--- src/rtl/core/ucc_pkg.sv ---
// Shared types, codes and constants for the UPS power and charge controller.
package ucc_pkg;

  localparam int unsigned HOLD_MAX_TICKS_DEF = 60000;

  localparam int TICK_W = 16;
  localparam logic [TICK_W-1:0] HOLD_1S  = 16'd1000;
  localparam logic [TICK_W-1:0] HOLD_2S  = 16'd2000;
  localparam logic [TICK_W-1:0] HOLD_4S  = 16'd4000;
  localparam logic [TICK_W-1:0] HOLD_10S = 16'd10000;

  localparam logic signed [7:0] CAP_FULL = 8'sd100;

  localparam int CFG_IDX_W  = 2;
  localparam int CFG_DATA_W = 10;

  localparam logic [CFG_IDX_W-1:0] REG_ONLINE_THRESHOLD    = 2'd0;
  localparam logic [CFG_IDX_W-1:0] REG_BATT_LOW_LEVEL      = 2'd1;
  localparam logic [CFG_IDX_W-1:0] REG_BATT_EMPTY_LEVEL    = 2'd2;
  localparam logic [CFG_IDX_W-1:0] REG_CHARGE_PWM_SETPOINT = 2'd3;

  localparam logic [9:0] ONLINE_THRESHOLD_RST = 10'd700;
  localparam logic [6:0] BATT_LOW_RST         = 7'd20;
  localparam logic [6:0] BATT_EMPTY_RST       = 7'd5;
  localparam logic [7:0] PWM_SETPOINT_RST     = 8'd0;

  typedef enum logic [1:0] {
    PWR_STARTUP  = 2'd0,
    PWR_ON       = 2'd1,
    PWR_STBY_CHG = 2'd2,
    PWR_STBY     = 2'd3
  } pwr_state_t;

  typedef enum logic [2:0] {
    BAT_INIT        = 3'd0,
    BAT_CHARGED     = 3'd1,
    BAT_CHARGING    = 3'd2,
    BAT_DISCHARGING = 3'd3,
    BAT_LOW         = 3'd4,
    BAT_EMPTY       = 3'd5
  } bat_mode_t;

  typedef enum logic [2:0] {
    LVL_RELEASED = 3'd0,
    LVL_PRESSED  = 3'd1,
    LVL_1S       = 3'd2,
    LVL_2S       = 3'd3,
    LVL_4S       = 3'd4,
    LVL_10S      = 3'd5
  } hold_lvl_t;

  // Button hold actions, at most one per tick
  typedef struct packed {
    logic toggle;
    logic off;
    logic restart;
  } btn_evt_t;

  typedef struct packed {
    logic out19;
    logic dc19_dis;
    logic chg;
    logic dischg;
  } sw_t;

  localparam sw_t SW_RST = '{out19: 1'b0, dc19_dis: 1'b1, chg: 1'b0, dischg: 1'b1};

endpackage

--- src/rtl/core/ucc_button.sv ---
// Button hold timer: counts held ticks, tracks hold level, raises hold actions.
module ucc_button
  import ucc_pkg::*;
#(
  parameter int unsigned HOLD_MAX_TICKS = HOLD_MAX_TICKS_DEF
) (
  input  logic      clk,
  input  logic      rst,
  input  logic      adv,
  input  logic      held,
  output hold_lvl_t level_next,
  output btn_evt_t  evt
);

  localparam logic [TICK_W-1:0] HoldMax = TICK_W'(HOLD_MAX_TICKS);

  logic [TICK_W-1:0] press_ticks, press_ticks_next;
  hold_lvl_t         hold_level;

  always_comb begin
    hold_lvl_t lvl;
    logic [TICK_W-1:0] t;
    lvl = hold_level;
    t   = press_ticks;
    evt = '0;
    if (!held) begin
      t   = '0;
      lvl = LVL_RELEASED;
    end else begin
      if (press_ticks < HoldMax) t = press_ticks + 1'b1;
      if (lvl < LVL_PRESSED) lvl = LVL_PRESSED;
      if (t >= HOLD_1S && t < HOLD_2S) lvl = LVL_1S;
      if (t >= HOLD_2S && t < HOLD_4S) begin
        if (lvl < LVL_2S) evt.toggle = 1'b1;
        lvl = LVL_2S;
      end
      if (t >= HOLD_4S && t < HOLD_10S) begin
        if (lvl < LVL_4S) evt.off = 1'b1;
        lvl = LVL_4S;
      end
      if (t >= HOLD_10S && t < HoldMax) begin
        if (lvl < LVL_10S) evt.restart = 1'b1;
        lvl = LVL_10S;
      end
    end
    press_ticks_next = t;
    level_next       = lvl;
  end

  always_ff @(posedge clk) begin
    if (rst) begin
      press_ticks <= '0;
      hold_level  <= LVL_RELEASED;
    end else if (adv) begin
      press_ticks <= press_ticks_next;
      hold_level  <= level_next;
    end
  end

  a_ticks_bound: assert property (@(posedge clk) disable iff (rst)
    press_ticks <= HoldMax)
    else $error("press counter past saturation");
  a_release_clears: assert property (@(posedge clk) disable iff (rst)
    adv && !held |=> press_ticks == '0 && hold_level == LVL_RELEASED)
    else $error("release did not clear hold timer");
  a_one_action: assert property (@(posedge clk) disable iff (rst)
    $onehot0(evt))
    else $error("more than one hold action in a tick");

endmodule

--- src/rtl/core/ucc_power.sv ---
// Power state, charge state machine and switch levels, updated once per tick.
module ucc_power
  import ucc_pkg::*;
(
  input  logic              clk,
  input  logic              rst,
  input  logic              adv,
  input  btn_evt_t          evt,
  input  logic [9:0]        vcode,
  input  logic signed [15:0] cur_ma,
  input  logic signed [7:0] cap,
  input  logic              slow,
  input  logic [9:0]        online_thr,
  input  logic [6:0]        low_lvl,
  input  logic [6:0]        empty_lvl,
  input  logic [7:0]        pwm_setpoint,
  output pwr_state_t        pwr_next,
  output bat_mode_t         bat_next,
  output sw_t               sw_next,
  output logic              online,
  output logic              pwm_wr,
  output logic [7:0]        pwm_val
);

  pwr_state_t pwr_state;
  bat_mode_t  bat_mode;
  sw_t        sw;
  logic       online_prev;

  logic signed [8:0] cap_x, low_x, empty_x;
  logic              cur_le0;

  assign cap_x   = {cap[7], cap};
  assign low_x   = {2'b00, low_lvl};
  assign empty_x = {2'b00, empty_lvl};
  // current reads as zero after an offline tick
  assign cur_le0 = !online_prev || cur_ma[15] || (cur_ma == '0);
  assign online  = vcode > online_thr;

  always_comb begin
    pwr_state_t ps;
    bat_mode_t  bm;
    sw_t        s;
    logic       wr;
    ps = pwr_state;
    bm = bat_mode;
    s  = sw;
    wr = 1'b0;

    if (evt.toggle) begin
      if (ps == PWR_STBY_CHG || ps == PWR_STBY) begin
        ps = PWR_ON;    s.out19 = 1'b1; s.dc19_dis = 1'b0; s.dischg = 1'b1;
      end else begin
        ps = PWR_STBY;  s.out19 = 1'b0; s.dc19_dis = 1'b1; s.dischg = 1'b1;
      end
    end
    if (evt.off) begin
      s.out19 = 1'b0; s.dc19_dis = 1'b1; s.chg = 1'b0; s.dischg = 1'b0;
    end
    if (evt.restart) begin
      ps = PWR_STBY; s.out19 = 1'b0; s.dc19_dis = 1'b1; s.dischg = 1'b1;
    end

    if (online) begin
      if (bm != BAT_CHARGED) begin
        wr = 1'b1; s.chg = 1'b1; bm = BAT_CHARGING;
        if (ps == PWR_STBY) ps = PWR_STBY_CHG;
      end
      if (bm == BAT_CHARGING && cap == CAP_FULL && cur_le0) begin
        wr = 1'b1; s.chg = 1'b0; bm = BAT_CHARGED;
        if (ps == PWR_STBY_CHG) ps = PWR_STBY;
      end
    end else begin
      if (cap_x > low_x) bm = BAT_DISCHARGING;
      if (cap_x < low_x && cap_x > empty_x) bm = BAT_LOW;
      if (cap_x < empty_x) bm = BAT_EMPTY;
    end

    if (slow && !(cap_x > 9'sd0)) begin
      if (ps == PWR_STBY) begin
        s.out19 = 1'b0; s.dc19_dis = 1'b1; s.chg = 1'b0; s.dischg = 1'b0;
      end
      if (ps == PWR_ON) begin
        ps = PWR_STBY; s.out19 = 1'b0; s.dc19_dis = 1'b1; s.dischg = 1'b1;
      end
    end

    pwr_next = ps;
    bat_next = bm;
    sw_next  = s;
    pwm_wr   = wr;
    pwm_val  = wr ? pwm_setpoint : 8'd0;
  end

  always_ff @(posedge clk) begin
    if (rst) begin
      pwr_state   <= PWR_STBY;
      bat_mode    <= BAT_INIT;
      sw          <= SW_RST;
      online_prev <= 1'b0;
    end else if (adv) begin
      pwr_state   <= pwr_next;
      bat_mode    <= bat_next;
      sw          <= sw_next;
      online_prev <= online;
    end
  end

  a_charged_sw_off: assert property (@(posedge clk) disable iff (rst)
    bat_mode == BAT_CHARGED |-> !sw.chg)
    else $error("charge switch on while charged");
  a_on_drives_out19: assert property (@(posedge clk) disable iff (rst)
    adv && evt.toggle && (pwr_state == PWR_STBY || pwr_state == PWR_STBY_CHG) && !slow
      |=> pwr_state == PWR_ON && sw.out19)
    else $error("toggle to on did not enable output");

endmodule

--- src/rtl/core/ups_power_and_charge_controller_top.sv ---
// Top level of the UPS power and charge controller: handshake, config and stages.
//
// Usage:
//  - Input channel (in_valid/in_ready) carries one word per 1 ms tick: button
//    level, input voltage code, charge current, battery capacity, slow tick.
//  - Output channel (out_valid/out_ready) returns exactly one result word per
//    input word: module and charge state, online flag, switch levels, charge
//    PWM strobe and value, and the button hold level.
//  - Config port: cfg_we writes cfg_data into register cfg_index (0 online
//    threshold, 1 low level, 2 empty level, 3 PWM setpoint). Write only
//    while the block is idle.
//  - Timing: an accepted input word passes the input register, then the result
//    register. Throughput: one word per cycle while the output is not stalled, the state
//    update being a single pass of compare/select logic between the two registers.
//  - Stalls: the result register holds while out_ready is low; the input
//    register still takes a word if the result register is empty or
//    draining, so in_ready drops only with both stages full and stalled.
//  - Reset (rst, synchronous): both stages empty, standby power state, init
//    charge state, 19 V output off and converter disabled, discharge on,
//    config registers back to their defaults.
module ups_power_and_charge_controller_top
  import ucc_pkg::*;
#(
  parameter int unsigned HOLD_MAX_TICKS = HOLD_MAX_TICKS_DEF
) (
  input  logic                  clk,
  input  logic                  rst,
  input  logic                  in_valid,
  output logic                  in_ready,
  input  logic                  button_level,
  input  logic [9:0]            input_voltage_code,
  input  logic signed [15:0]    charge_current_ma,
  input  logic signed [7:0]     batt_pct,
  input  logic                  slow_tick,
  output logic                  out_valid,
  input  logic                  out_ready,
  output logic [1:0]            module_state,
  output logic [2:0]            batt_status,
  output logic                  online_flag,
  output logic                  output19_on,
  output logic                  dc19_disable,
  output logic                  charge_switch,
  output logic                  discharge_switch,
  output logic                  charge_pwm_write,
  output logic [7:0]            charge_pwm_value,
  output logic [2:0]            press_level,
  input  logic                  cfg_we,
  input  logic [CFG_IDX_W-1:0]  cfg_index,
  input  logic [CFG_DATA_W-1:0] cfg_data
);

  // config registers
  logic [9:0] online_threshold;
  logic [6:0] batt_low_level;
  logic [6:0] batt_empty_level;
  logic [7:0] charge_pwm_setpoint;

  always_ff @(posedge clk) begin
    if (rst) begin
      online_threshold    <= ONLINE_THRESHOLD_RST;
      batt_low_level      <= BATT_LOW_RST;
      batt_empty_level    <= BATT_EMPTY_RST;
      charge_pwm_setpoint <= PWM_SETPOINT_RST;
    end else if (cfg_we) begin
      case (cfg_index)
        REG_ONLINE_THRESHOLD:    online_threshold    <= cfg_data[9:0];
        REG_BATT_LOW_LEVEL:      batt_low_level      <= cfg_data[6:0];
        REG_BATT_EMPTY_LEVEL:    batt_empty_level    <= cfg_data[6:0];
        REG_CHARGE_PWM_SETPOINT: charge_pwm_setpoint <= cfg_data[7:0];
        default: ;
      endcase
    end
  end

  // input register
  logic               s1_valid;
  logic               s1_btn;
  logic [9:0]         s1_vcode;
  logic signed [15:0] s1_cur;
  logic signed [7:0]  s1_cap;
  logic               s1_slow;
  logic               adv;

  // a word moves into the result register when that register is free or being read
  assign adv      = s1_valid && (!out_valid || out_ready);
  assign in_ready = !s1_valid || adv;

  always_ff @(posedge clk) begin
    if (rst) begin
      s1_valid <= 1'b0;
    end else if (in_ready) begin
      s1_valid <= in_valid;
    end
  end

  always_ff @(posedge clk) begin
    if (in_valid && in_ready) begin
      s1_btn   <= button_level;
      s1_vcode <= input_voltage_code;
      s1_cur   <= charge_current_ma;
      s1_cap   <= batt_pct;
      s1_slow  <= slow_tick;
    end
  end

  // per-tick state update
  hold_lvl_t  lvl_next;
  btn_evt_t   evt;
  pwr_state_t pwr_next;
  bat_mode_t  bat_next;
  sw_t        sw_next;
  logic       online;
  logic       pwm_wr;
  logic [7:0] pwm_val;

  ucc_button #(
    .HOLD_MAX_TICKS(HOLD_MAX_TICKS)
  ) u_button (
    .clk       (clk),
    .rst       (rst),
    .adv       (adv),
    .held      (s1_btn),
    .level_next(lvl_next),
    .evt       (evt)
  );

  ucc_power u_power (
    .clk         (clk),
    .rst         (rst),
    .adv         (adv),
    .evt         (evt),
    .vcode       (s1_vcode),
    .cur_ma      (s1_cur),
    .cap         (s1_cap),
    .slow        (s1_slow),
    .online_thr  (online_threshold),
    .low_lvl     (batt_low_level),
    .empty_lvl   (batt_empty_level),
    .pwm_setpoint(charge_pwm_setpoint),
    .pwr_next    (pwr_next),
    .bat_next    (bat_next),
    .sw_next     (sw_next),
    .online      (online),
    .pwm_wr      (pwm_wr),
    .pwm_val     (pwm_val)
  );

  // result register
  always_ff @(posedge clk) begin
    if (rst) begin
      out_valid <= 1'b0;
    end else if (adv) begin
      out_valid <= 1'b1;
    end else if (out_ready) begin
      out_valid <= 1'b0;
    end
  end

  always_ff @(posedge clk) begin
    if (adv) begin
      module_state     <= pwr_next;
      batt_status      <= bat_next;
      online_flag      <= online;
      output19_on      <= sw_next.out19;
      dc19_disable     <= sw_next.dc19_dis;
      charge_switch    <= sw_next.chg;
      discharge_switch <= sw_next.dischg;
      charge_pwm_write <= pwm_wr;
      charge_pwm_value <= pwm_val;
      press_level      <= lvl_next;
    end
  end

  a_stall_keeps_valid: assert property (@(posedge clk) disable iff (rst)
    out_valid && !out_ready |=> out_valid)
    else $error("result dropped during stall");
  a_pwm_value_strobe: assert property (@(posedge clk) disable iff (rst)
    out_valid && charge_pwm_value != 8'd0 |-> charge_pwm_write)
    else $error("PWM value without strobe");
  a_no_adv_when_stalled: assert property (@(posedge clk) disable iff (rst)
    out_valid && !out_ready |-> !adv)
    else $error("result overwritten during stall");

endmodule
--- config.mk ---
export PLATFORM = sky130hd
export DESIGN_NAME = ups_power_and_charge_controller_top
export DESIGN_NICKNAME = d
export VERILOG_FILES = /design/src/rtl/core/ucc_pkg.sv /design/src/rtl/core/ucc_button.sv /design/src/rtl/core/ucc_power.sv /design/src/rtl/core/ups_power_and_charge_controller_top.sv
export SDC_FILE = /design/constraint.sdc
export NUM_CORES = 1
export LEC_CHECK = 0
export ABC_AREA = 1
export BUFFER_PORTS_ARGS = -buffer_cell sky130_fd_sc_hd__buf_2
export CORE_MARGIN = 4
export CORE_UTILIZATION = 59
export CTS_BUF_LIST = sky130_fd_sc_hd__clkbuf_16
export DETAILED_ROUTE_END_ITERATION = 10
export PLACE_DENSITY = 0.9
export SLEW_MARGIN = 25
export SYNTH_ARGS = -nofsm -noshare
export SYNTH_HDL_FRONTEND = slang
export SYNTH_HIERARCHICAL = 1
export SYNTH_SLANG_ARGS = --single-unit
--- constraint.sdc ---
create_clock -name clk -period 5 [get_ports clk]
set_clock_uncertainty 0.15 [all_clocks]
set_input_delay 1.25 -clock clk [delete_from_list [all_inputs] [get_ports clk]]
set_output_delay 1.25 -clock clk [all_outputs]
set_load 0.1 [all_outputs]
# Word level (Yosys, flattened, before mapping)
# Index checks and enable logic that the tools add are counted.
# totals
wordCells	143
regBits	121
out_inout_bits	24
# op_classes
n_reduce_logical	26
eq_ne	12
order_cmp	19
addsub	1
n_mux	55
# ops
operator	count
$mux 3	17
$mux 16	3
$lt 16x16->1 const B	2
$mux 2	15
$mux 1	17
$add 16x1->16 const B	1
$ge 16x10->1 const B	1
$ge 16x11->1 const B	1
$ge 16x12->1 const B	1
$ge 16x14->1 const B	1
$gt 8x8->1	2
$logic_not 16->1	1
$lt 16x11->1 const B	1
$lt 16x12->1 const B	1
$lt 16x14->1 const B	1
$lt 8x8->1	2
$eq 2x2->1 const B	7
$mux 4	3
$gt 10x10->1	1
$logic_and 1x1->1	10
$eq 8x8->1 const B	1
$gt 8x1->1 const B	1
$reduce_and 2->1	4
$lt 3x3->1 const B	2
9 further kinds	17

# Longest topological paths before layout
# Gate-level depths: netlist of the first run.
# depth
depth_word	29
mapped_depth	31
ltp_nobuf	31

# Modules after synthesis
# Netlist of the first run, hierarchy kept.
# by_module_without_submodules
mod	area_per_inst_um2	seq_area_each_um2	instances	cells_each
ups_power_and_charge_controller_top	3165.5	2422.3	1	259
ucc_button	1796.7	380.4	1	300
ucc_power	1514.0	200.2	1	252

# Least setup slack after synthesis of the first run
# Ideal clock, no wire load.
# synth_timing
path_type	input to register
start	in out_ready
end	reg u_button.press_ticks[0]
t_arrival_ps	3890
t_required_ps	4718
slack_ps	828
stages	6
cell_sequence	inv_1 -> a21oi_1 -> clkinv_1 -> clkbuf_1 -> nand2_1 -> a21oi_1
# synth_between
elab_chain_len	2
# synth_lines
element	line	rtl
start, declared	ups_power_and_charge_controller_top.sv:36	input logic out_ready,
$logic_or 1x1->1	ups_power_and_charge_controller_top.sv:85	assign adv = s1_valid && (!out_valid || out_ready);
$logic_and 1x1->1	ups_power_and_charge_controller_top.sv:85	
via adv	ups_power_and_charge_controller_top.sv:82	logic adv;
end signal, assigned	ucc_button.sv:55	press_ticks <= press_ticks_next;
end, declared	ucc_button.sv:17	logic [TICK_W-1:0] press_ticks, press_ticks_next;
# The timed path passes the listed nets, and every way through them passes these cells.
# A chain may end at the register's enable or synchronous reset.

==> impl_metrics.toml, run 1 <==
[clock_tree]
clk_latency_ns = 0.41
cts.sinks = 121
cts_buffers = 17
cts_resized = 0
ctsHtreeMaxLevel = 4
max-clock-path-buffers = 2
cts_tree = "done"
cts.clk_slew.worst_paths_ns = 0.06
post_cts_buffers = 0
postCtsHoldBufs = 0
clock-root-buffer = "clkbuf_16"

[cells_and_area]
layout.cells.non_filler = 1041
final_area_sq_um = 7530
n_antenna_cell = 0
nets = 970
fillers = 747
register_area_sq_um = 3000
area_growth_pct = 16.2
drive_gt1_frac = 0.207
multi_input_area_sq_um = 2900

[sta]
max_freq_ghz = 0.250
rsz0062_at_grt = "false"
min_period_ns = 3.99
setup_violations = 0
finalHoldViolations = 0
fin_setup_tns_ns = 0
relSlewSlack = 0.360
tightest_slew_ns = 0.959
finalCritPeriodShare = 0.799
report.final.slew_viol_count = 0

[logic_synthesis]
syn_area_sq_um = 6480
synthTopCellsByCount = "201 x nand2_1, 113 x inv_1, 99 x nor2_1"
synth.avg_cell_area_sq_um = 7.99
yosys.area.top_type = "edfxtp_1"
yosysTopAreaCellShare = 0.269
synth-async-reset-ratio = 0
synthDistinctLibCells = 45
synthCells = 811
synth_warnings = 6
ys_seq_elements = 121
yosys-top-cells-area = "edfxtp_1 27%, dfxtp_1 19%, nand2_1 12%, inv_1 6.5%, nor2_1 5.7%"
synthFlopType = "dfxtp_1"
synth_fp_nets = 889
synth_most_common_cell = "nand2_1"
synth_edf_count = 58
seq_area_frac_synth = 0.464

[setup_path]
critPathArrivalTime_ns = 4.01
required_ns = 5.02
end_kind = "flop"
critPathMaxStageDelay_ns = 0.50
critPathKind = "flop to flop"
slowest_stage = "nor4_1"
cp-start-kind = "flop"
critPathMaxFanout = 7
crit_path_frequent_cell = "nand2_1"

[place]
gp_congestion = 0.917
dp_hpwl_microns = 10000
place_inst = 1009
port_buffers = 76
placed_cell_area_sq_um = 6930

[routing]
drc = 0
wl_per_cell_microns = 14.0
num_vias = 5518
ant_nets = 0
first_pass_iters = 5
drt-vias-per-instance = 5.30
drt_wl_total_microns = 14600
first_iter_violations = 425

[die]
rows = 37
die_y_microns = 113
die_w_microns = 113
die_area_sq_um = 12700
ioPinCount = 77
initial_core_util = 0.616
core_area_sq_um = 10500

[run_status]
outcome = "complete, no violations"

[grt]
grt_pass1_vias = 5392
antenna_found_initial = 0
grt_max_degree = 37
track_usage = 0.243
grt_pass1_wl_microns = 25000
grt_overflow = 0

[hold_path]
min_path_type = "flop to flop"

[power]
ir_worst_vdd_mv = 0.311
p_leak_nw = 3.48
power_density_nw_per_um2 = 352

[run]
drv_cap = 0
[worst paths after layout]
| check | start | end | slack [ns] | depth (start not counted) |
|---|---|---|---|---|
| max | u_button/press_ticks[0] | discharge_switch | 1.01 | 29 |
| min | online_threshold[3] | online_threshold[3] | 0.32 | 2 |
| max reg2reg | u_button/press_ticks[0] | discharge_switch | 1.01 | 29 |
| min reg2reg | online_threshold[3] | online_threshold[3] | 0.32 | 2 |
[final cells by class]
type                            instances  area share
Clock buffer                           18      0.0599
Clock inverter                         14      0.0195
Multi-Input combinational cell        553       0.386
Inverter                              121      0.0607
Tap cell                              136      0.0226
Sequential cell                       121       0.399
Timing Repair Buffer                   78      0.0525
[kinds of logic after synthesis]
| group | synth area share |
|---|---|
| xor gates and xnor gates | 0.00406 |
| buffers and inverters | 0.0896 |
| AOI/OAI and AO/OA | 0.0734 |
| adders and majority gates | 0.0483 |
| and+or+nand+nor | 0.321 |
| DFF | 0.464 |
[registers in the layout, indices dropped and copies added, names as in the netlist, 4 cells and up]
signal	cells
charge_pwm_setpoint	8
u_power/sw	4
s1_vcode	10
charge_pwm_value	8
batt_low_level	7
u_button/press_ticks	16
batt_empty_level	7
online_threshold	10
s1_cap	8
s1_cur	16
[critical path: cells and delay by family (launching register included)]
family                   cells  cell delay [ns]
adder cells (fa/ha/maj)      1             0.20
flip-flops                   1             0.44
AO/OA/AOI/OAI                1             0.10
buffers and inverters        5             0.32
AND/OR/NAND/NOR             22             2.55
[metrics by stage]
stage,setup slack (ns),power [mW],hold slack [ns],utilization
after floorplan,0.828,1.36,0.279,-
after global placement,1.23,1.43,0.289,0.659
after detailed placement,1.09,1.44,0.301,0.659
after CTS,1.06,2.66,0.316,0.716
after global routing,0.570,2.76,0.341,0.716
final,1.01,2.65,0.317,0.716
[routing by layer]
layer | wire length [microns] | up-vias | GRT usage
met5 | 0 | - | 0
met2 | 6920 | 207 | 0.391
li1 | - | 2781 | -
met3 | 942 | 41 | 0.0487
met4 | 503 | 0 | 0.120
met1 | 6210 | 2489 | 0.313
[power breakdown]
part / total (mW) / switching (mW) / internal (mW)
clock network: 1.22 / 0.459 / 0.764
logic: 0.309 / 0.225 / 0.0841
registers: 1.12 / 0.0246 / 1.10
total: 2.65 / 0.709 / 1.94
[cell usage in the layout, fill, tap and decap left out, types with 4 or more instances in the layout]
master and n:
a21oi_1 42, a21oi_2 5, buf_2 76, clkbuf_16 18, clkinvlp_4 4, dfxtp_1 63, edfxtp_1 58, ha_1 25
inv_1 114, inv_2 6, nand2_1 201, nand2_2 26, nand2_4 4, nand3_1 62, nand3_2 7, nand4_1 18
nor2_1 99, nor2_2 16, o21ai_0 12, o21ai_1 4
No activity file was read; power rests on OpenSTA's default activity.
==> inputs of run 2 (changes only) <==
==> constraint.sdc (replaced) <==
create_clock -name clk -period 3.7 [get_ports clk]
set_clock_uncertainty 0.15 [all_clocks]
set_input_delay 0.925 -clock clk [delete_from_list [all_inputs] [get_ports clk]]
set_output_delay 0.925 -clock clk [all_outputs]
set_load 0.1 [all_outputs]
==> run 2 against run 1 <==
  * Hold slack got worse by 0.0070 ns
  * Clock-buffer cell count stayed put
  * Clock power grew 26%
  * Largest cell class unchanged
  * Non-clock buffer count grew 15
  * Critical path depth shrank 1
  * Global-route usage fell by 0.50 points
  * Design area up 2.2%
==> impl_metrics.toml, run 2 (synthesis results as in run 1) <==
[power]
finalPower_mw = 3.47
power_density_nw_per_um2 = 451
ir_worst_vdd_mv = 0.374
p_leak_nw = 3.56

[cells_and_area]
layout_commonest_cell = "nand2_1"
n_antenna_cell = 0
area_growth_pct = 18.8
nets = 986
layout_common_cells = "199 x nand2_1, 116 x inv_1, 95 x nor2_1"
top_regs = "s1_cur: 16 flops, u_button/press_ticks: 16 flops"
drive_gt1_frac = 0.239
fillers = 734

[die]
die_area_sq_um = 12700
die_y_microns = 113
core_area_sq_um = 10500
die_w_microns = 113
rows = 37
ioPinCount = 77
initial_core_util = 0.616

[setup_path]
slowest_stage = "dfxtp_2"
cp-start-kind = "flop"
critPathKind = "flop to flop"
crit_path_frequent_cell = "nand2_1"
critPathArrivalTime_ns = 3.55
critPathMaxStageDelay_ns = 0.36
r2r_cells = 28
required_ns = 3.72
critPathMaxFanout = 6
end_kind = "flop"

[run]
drv_cap = 0

[routing]
first_pass_iters = 5
wl_per_cell_microns = 14.3
drt_wl_total_microns = 15100
ant_nets = 0
drt-vias-per-instance = 5.31
drc = 0
first_iter_violations = 511
num_vias = 5617

[grt]
grt_pass1_vias = 5229
grt_overflow = 0
grt_max_degree = 44
track_usage = 0.238
grt_pass1_wl_microns = 24300
antenna_found_initial = 0

[clock_tree]
clock-root-buffer = "clkbuf_16"
ctsHtreeMaxLevel = 4
cts.sinks = 121
clk_latency_ns = 0.41
cts_tree = "done"
cts.clk_slew.worst_paths_ns = 0.06
max-clock-path-buffers = 2
cts_buffers = 17

[hold_path]
min_path_type = "flop to flop"
worstHoldPathCells = 2

[sta]
holdWs_ns = 0.310
min_period_ns = 3.53
report.final.slew_viol_count = 0
finalCritPeriodShare = 0.955
tightest_slew_ns = 0.992
worst_slack_ns = 0.168
max_freq_ghz = 0.283
finalHoldViolations = 0
rsz0062_at_grt = "true"
setup_violations = 0
relSlewSlack = 0.338

[place]
dp_hpwl_microns = 10300
dp_slack_ns = 0.0625
port_buffers = 76
gp_congestion = 0.941

[run_status]
outcome = "complete, no violations"
## run 2: what timing repair did
item / in CTS / in global routing
setup buffers: 0 / 11
resized for setup: 0 / 28
endpoints found under the setup margin: 0 / 12
hold buffers: 0 / 0
## run 2: final cells by class
type | count | area (sq um) | area share
flip-flops and latches | 121 | 3020 | 0.393
inverters | 121 | 457 | 0.0594
clock buffers | 18 | 450 | 0.0586
well taps | 136 | 170 | 0.0221
clock inverters | 14 | 106 | 0.0138
multi-input cells | 554 | 2980 | 0.387
repair buffers | 93 | 508 | 0.0660
## run 2: worst paths after layout
check | end | from | slack, ns
setup / recovery | discharge_switch | u_button/press_ticks[10] | 0.17
hold reg to reg | online_threshold[2] | online_threshold[2] | 0.31
hold / removal | online_threshold[2] | online_threshold[2] | 0.31
setup reg to reg | discharge_switch | u_button/press_ticks[10] | 0.17
## run 2: where the power goes
part | total, mW | leakage (nW) | internal, mW | switching (mW)
logic | 0.418 | 2.21 | 0.115 | 0.303
registers | 1.51 | 1.08 | 1.48 | 0.0335
clock network | 1.54 | 0.269 | 0.949 | 0.586
total | 3.47 | 3.56 | 2.54 | 0.923
## run 2: metal layers
layer,wire [microns],global-route usage,share of wire,up-vias
met5,0,0,0,-
met4,381,0.0938,0.025,0
met3,1210,0.0642,0.080,34
met2,7240,0.395,0.48,236
met1,6260,0.296,0.41,2540
li1,-,-,-,2807
## run 2: critical path, delay by kind of cell (launching register included)
kind / cells / cell delay [ns]
AO/OA/AOI/OAI: 2 / 0.28
AND/OR/NAND/NOR: 19 / 1.81
flip-flops: 1 / 0.36
buffers and inverters: 7 / 0.68
## run 2: metrics by stage
step | cells | instance area (sq um) | TNS [ns] | utilization
final | 1057 | 7690 | 0 | 0.732
after CTS | 1045 | 7520 | 0 | 0.715
after floorplan | 811 | 6480 | 0 | -
after detailed placement | 1013 | 6960 | 0 | 0.662
after global placement | 1013 | 6960 | 0 | 0.662
after global routing | 1057 | 7690 | -0.0651 | 0.732
==> inputs of run 3 (changes only) <==
--- a/config.mk
+++ b/config.mk
@@ -7,9 +7,12 @@
 export LEC_CHECK = 0
 export ABC_AREA = 1
 export BUFFER_PORTS_ARGS = -buffer_cell sky130_fd_sc_hd__buf_2
+export CELL_PAD_IN_SITES_DETAIL_PLACEMENT = 0
+export CELL_PAD_IN_SITES_GLOBAL_PLACEMENT = 2
 export CORE_MARGIN = 4
-export CORE_UTILIZATION = 59
+export CORE_UTILIZATION = 35
 export CTS_BUF_LIST = sky130_fd_sc_hd__clkbuf_16
+export CTS_CLUSTER_SIZE = 14
 export DETAILED_ROUTE_END_ITERATION = 10
 export PLACE_DENSITY = 0.9
 export SLEW_MARGIN = 25
==> run 3 against run 2 <==
  * Register-to-register slack about the same
  * Clock-buffer cell count down 1
  * Routed wire length up 4.4%
  * Flip-flop and latch count unchanged
  * Sequential share of layout area down 2.0 points
==> impl_metrics.toml, run 3 (synthesis results as in run 1) <==
[setup_path]
critPathArrivalTime_ns = 3.54
path_buf_inv = 7
startpoint = "u_button/press_ticks[15]"
cp-start-kind = "flop"
r2r_start = "u_button/press_ticks[15]"
r2r_setup_slack_ns = 0.18
end_kind = "flop"
cp_num_cells = 27
critPathKind = "flop to flop"
critPathMaxStageDelay_ns = 0.40
r2r_cells = 27
critPathMaxFanout = 5
crit_family = "simple AND/OR/NAND/NOR gates"
cp-endpoint = "module_state[1]"
crit_path_frequent_cell = "nand2_2"
r2r-end = "module_state[1]"
slowest_stage = "dfxtp_1"
required_ns = 3.72

[routing]
wl_per_cell_microns = 13.4
num_vias = 5415
first_iter_violations = 272
first_pass_iters = 4
drt-vias-per-instance = 4.62
drc = 0
drt_wl_total_microns = 15700
ant_nets = 0

[cells_and_area]
area_growth_pct = 25.6
layout.cells.non_filler = 1171
top_regs = "s1_cur: 16 flops, u_button/press_ticks: 16 flops"
nets = 1007
drive_gt1_frac = 0.279
layout_common_cells = "191 x nand2_1, 110 x inv_1, 94 x nor2_1"
layout_commonest_cell = "nand2_1"
fillers = 1827
fin_util = 0.450
n_antenna_cell = 0

[power]
p_seq_frac = 0.415
p_sw_mw = 0.976
p_leak_nw = 3.72
ir_worst_vdd_mv = 0.308
p_clk_frac = 0.469
internal-power_mw = 2.66
power_density_nw_per_um2 = 447
swShare = 0.269
finalPower_mw = 3.63
pwr-share-comb = 0.116

[sta]
min_period_ns = 3.52
max_freq_ghz = 0.284
relSlewSlack = 0.357
finalCritPeriodShare = 0.952
fin_setup_tns_ns = 0
holdWs_ns = 0.306
finalHoldViolations = 0
report.final.slew_viol_count = 0
tightest_slew_ns = 0.959
setup_violations = 0

[place]
port_buffers = 76
place_inst = 1114
gp_congestion = 0.872
dp_hpwl_microns = 11300

[grt]
grt_pass1_wl_microns = 25500
track_usage = 0.158
grt_max_degree = 44
grt_overflow = 0
antenna_found_initial = 0
grt_pass1_vias = 5195

[die]
die_area_sq_um = 20700
rows = 49
die_y_microns = 144
initial_core_util = 0.358
core_area_sq_um = 18100
die_w_microns = 144
ioPinCount = 77

[clock_tree]
cts.sinks = 121
ctsHtreeMaxLevel = 4
cts_buffers = 17
cts_tree = "done"
clk_latency_ns = 0.42
max-clock-path-buffers = 2
clock-root-buffer = "clkbuf_16"
postCtsHoldBufs = 0
cts.clk_slew.worst_paths_ns = 0.06

[hold_path]
holdCritStartpoint = "online_threshold[9]"
min_path_type = "flop to flop"

[run]
drv_cap = 0

[run_status]
outcome = "complete, no violations"
-- run 3: cell count changes in the layout (fill, tap and decap cells not counted), moves of 3 or more --
cell        previous run  this run
buf_4                 17        35
clkinv_2               1         4
clkinvlp_4             5         2
dfxtp_1               53        50
dfxtp_4                2         6
inv_1                116       110
inv_6                  1         4
nand2_1              199       191
nand2_2               27        32
nand2_4                5         9
nand3_1               62        59
nand3_2                7        10
-- run 3: cell type report --
cell class / instances / area (sq um) / area share
well taps: 229 / 287 / 0.0352
repair buffers: 114 / 686 / 0.0843
multi-input cells: 554 / 3060 / 0.377
clock buffers: 17 / 425 / 0.0523
clock inverters: 15 / 173 / 0.0212
inverters: 121 / 464 / 0.0571
flip-flops and latches: 121 / 3030 / 0.373
-- run 3: timing repair --
item,CTS,global route
gates resized for setup,0,62
buffers inserted,0,24
setup endpoints to repair,0,12
-- run 3: per-stage QoR --
stage | worst slack (ns) | cell area, sq um
after floorplan | 0.222 | 6480
after global placement | 0.124 | 7140
after detailed placement | 0.0819 | 7140
after CTS | 0.0698 | 7730
after global routing | -0.0381 | 8130
final | 0.179 | 8130
-- run 3: worst min-delay path: stages, from the launching register on --
cell and delay (ns):
dfxtp_1 0.32, nand2_1 0.05, nand3_1 0.05
-- run 3: layer usage --
layer | track usage | routed length, microns
met1 | 0.208 | 7570
met4 | 0.0520 | 235
met2 | 0.254 | 7350
met3 | 0.0407 | 588
met5 | 0 | 0
-- run 3: power by group through the flow --
| stage | registers [mW] | logic (mW) | clock network, mW |
|---|---|---|---|
| floorplan | 1.63 | 0.211 | 0 |
| global placement | 1.54 | 0.416 | 0 |
| detailed placement | 1.54 | 0.417 | 0 |
| CTS | 1.51 | 0.418 | 1.74 |
| global route | 1.52 | 0.474 | 1.80 |
| finish | 1.51 | 0.420 | 1.70 |
-- run 3: how the worst min path moves through the flow --
stage | to | slack [ns] | cells past startpoint
floorplan | batt_empty_level[2] | 0.28 | 2
global placement | batt_low_level[2] | 0.29 | 2
detailed placement | online_threshold[9] | 0.30 | 2
CTS | online_threshold[9] | 0.31 | 2
global route | online_threshold[2] | 0.34 | 2
finish | online_threshold[9] | 0.31 | 2
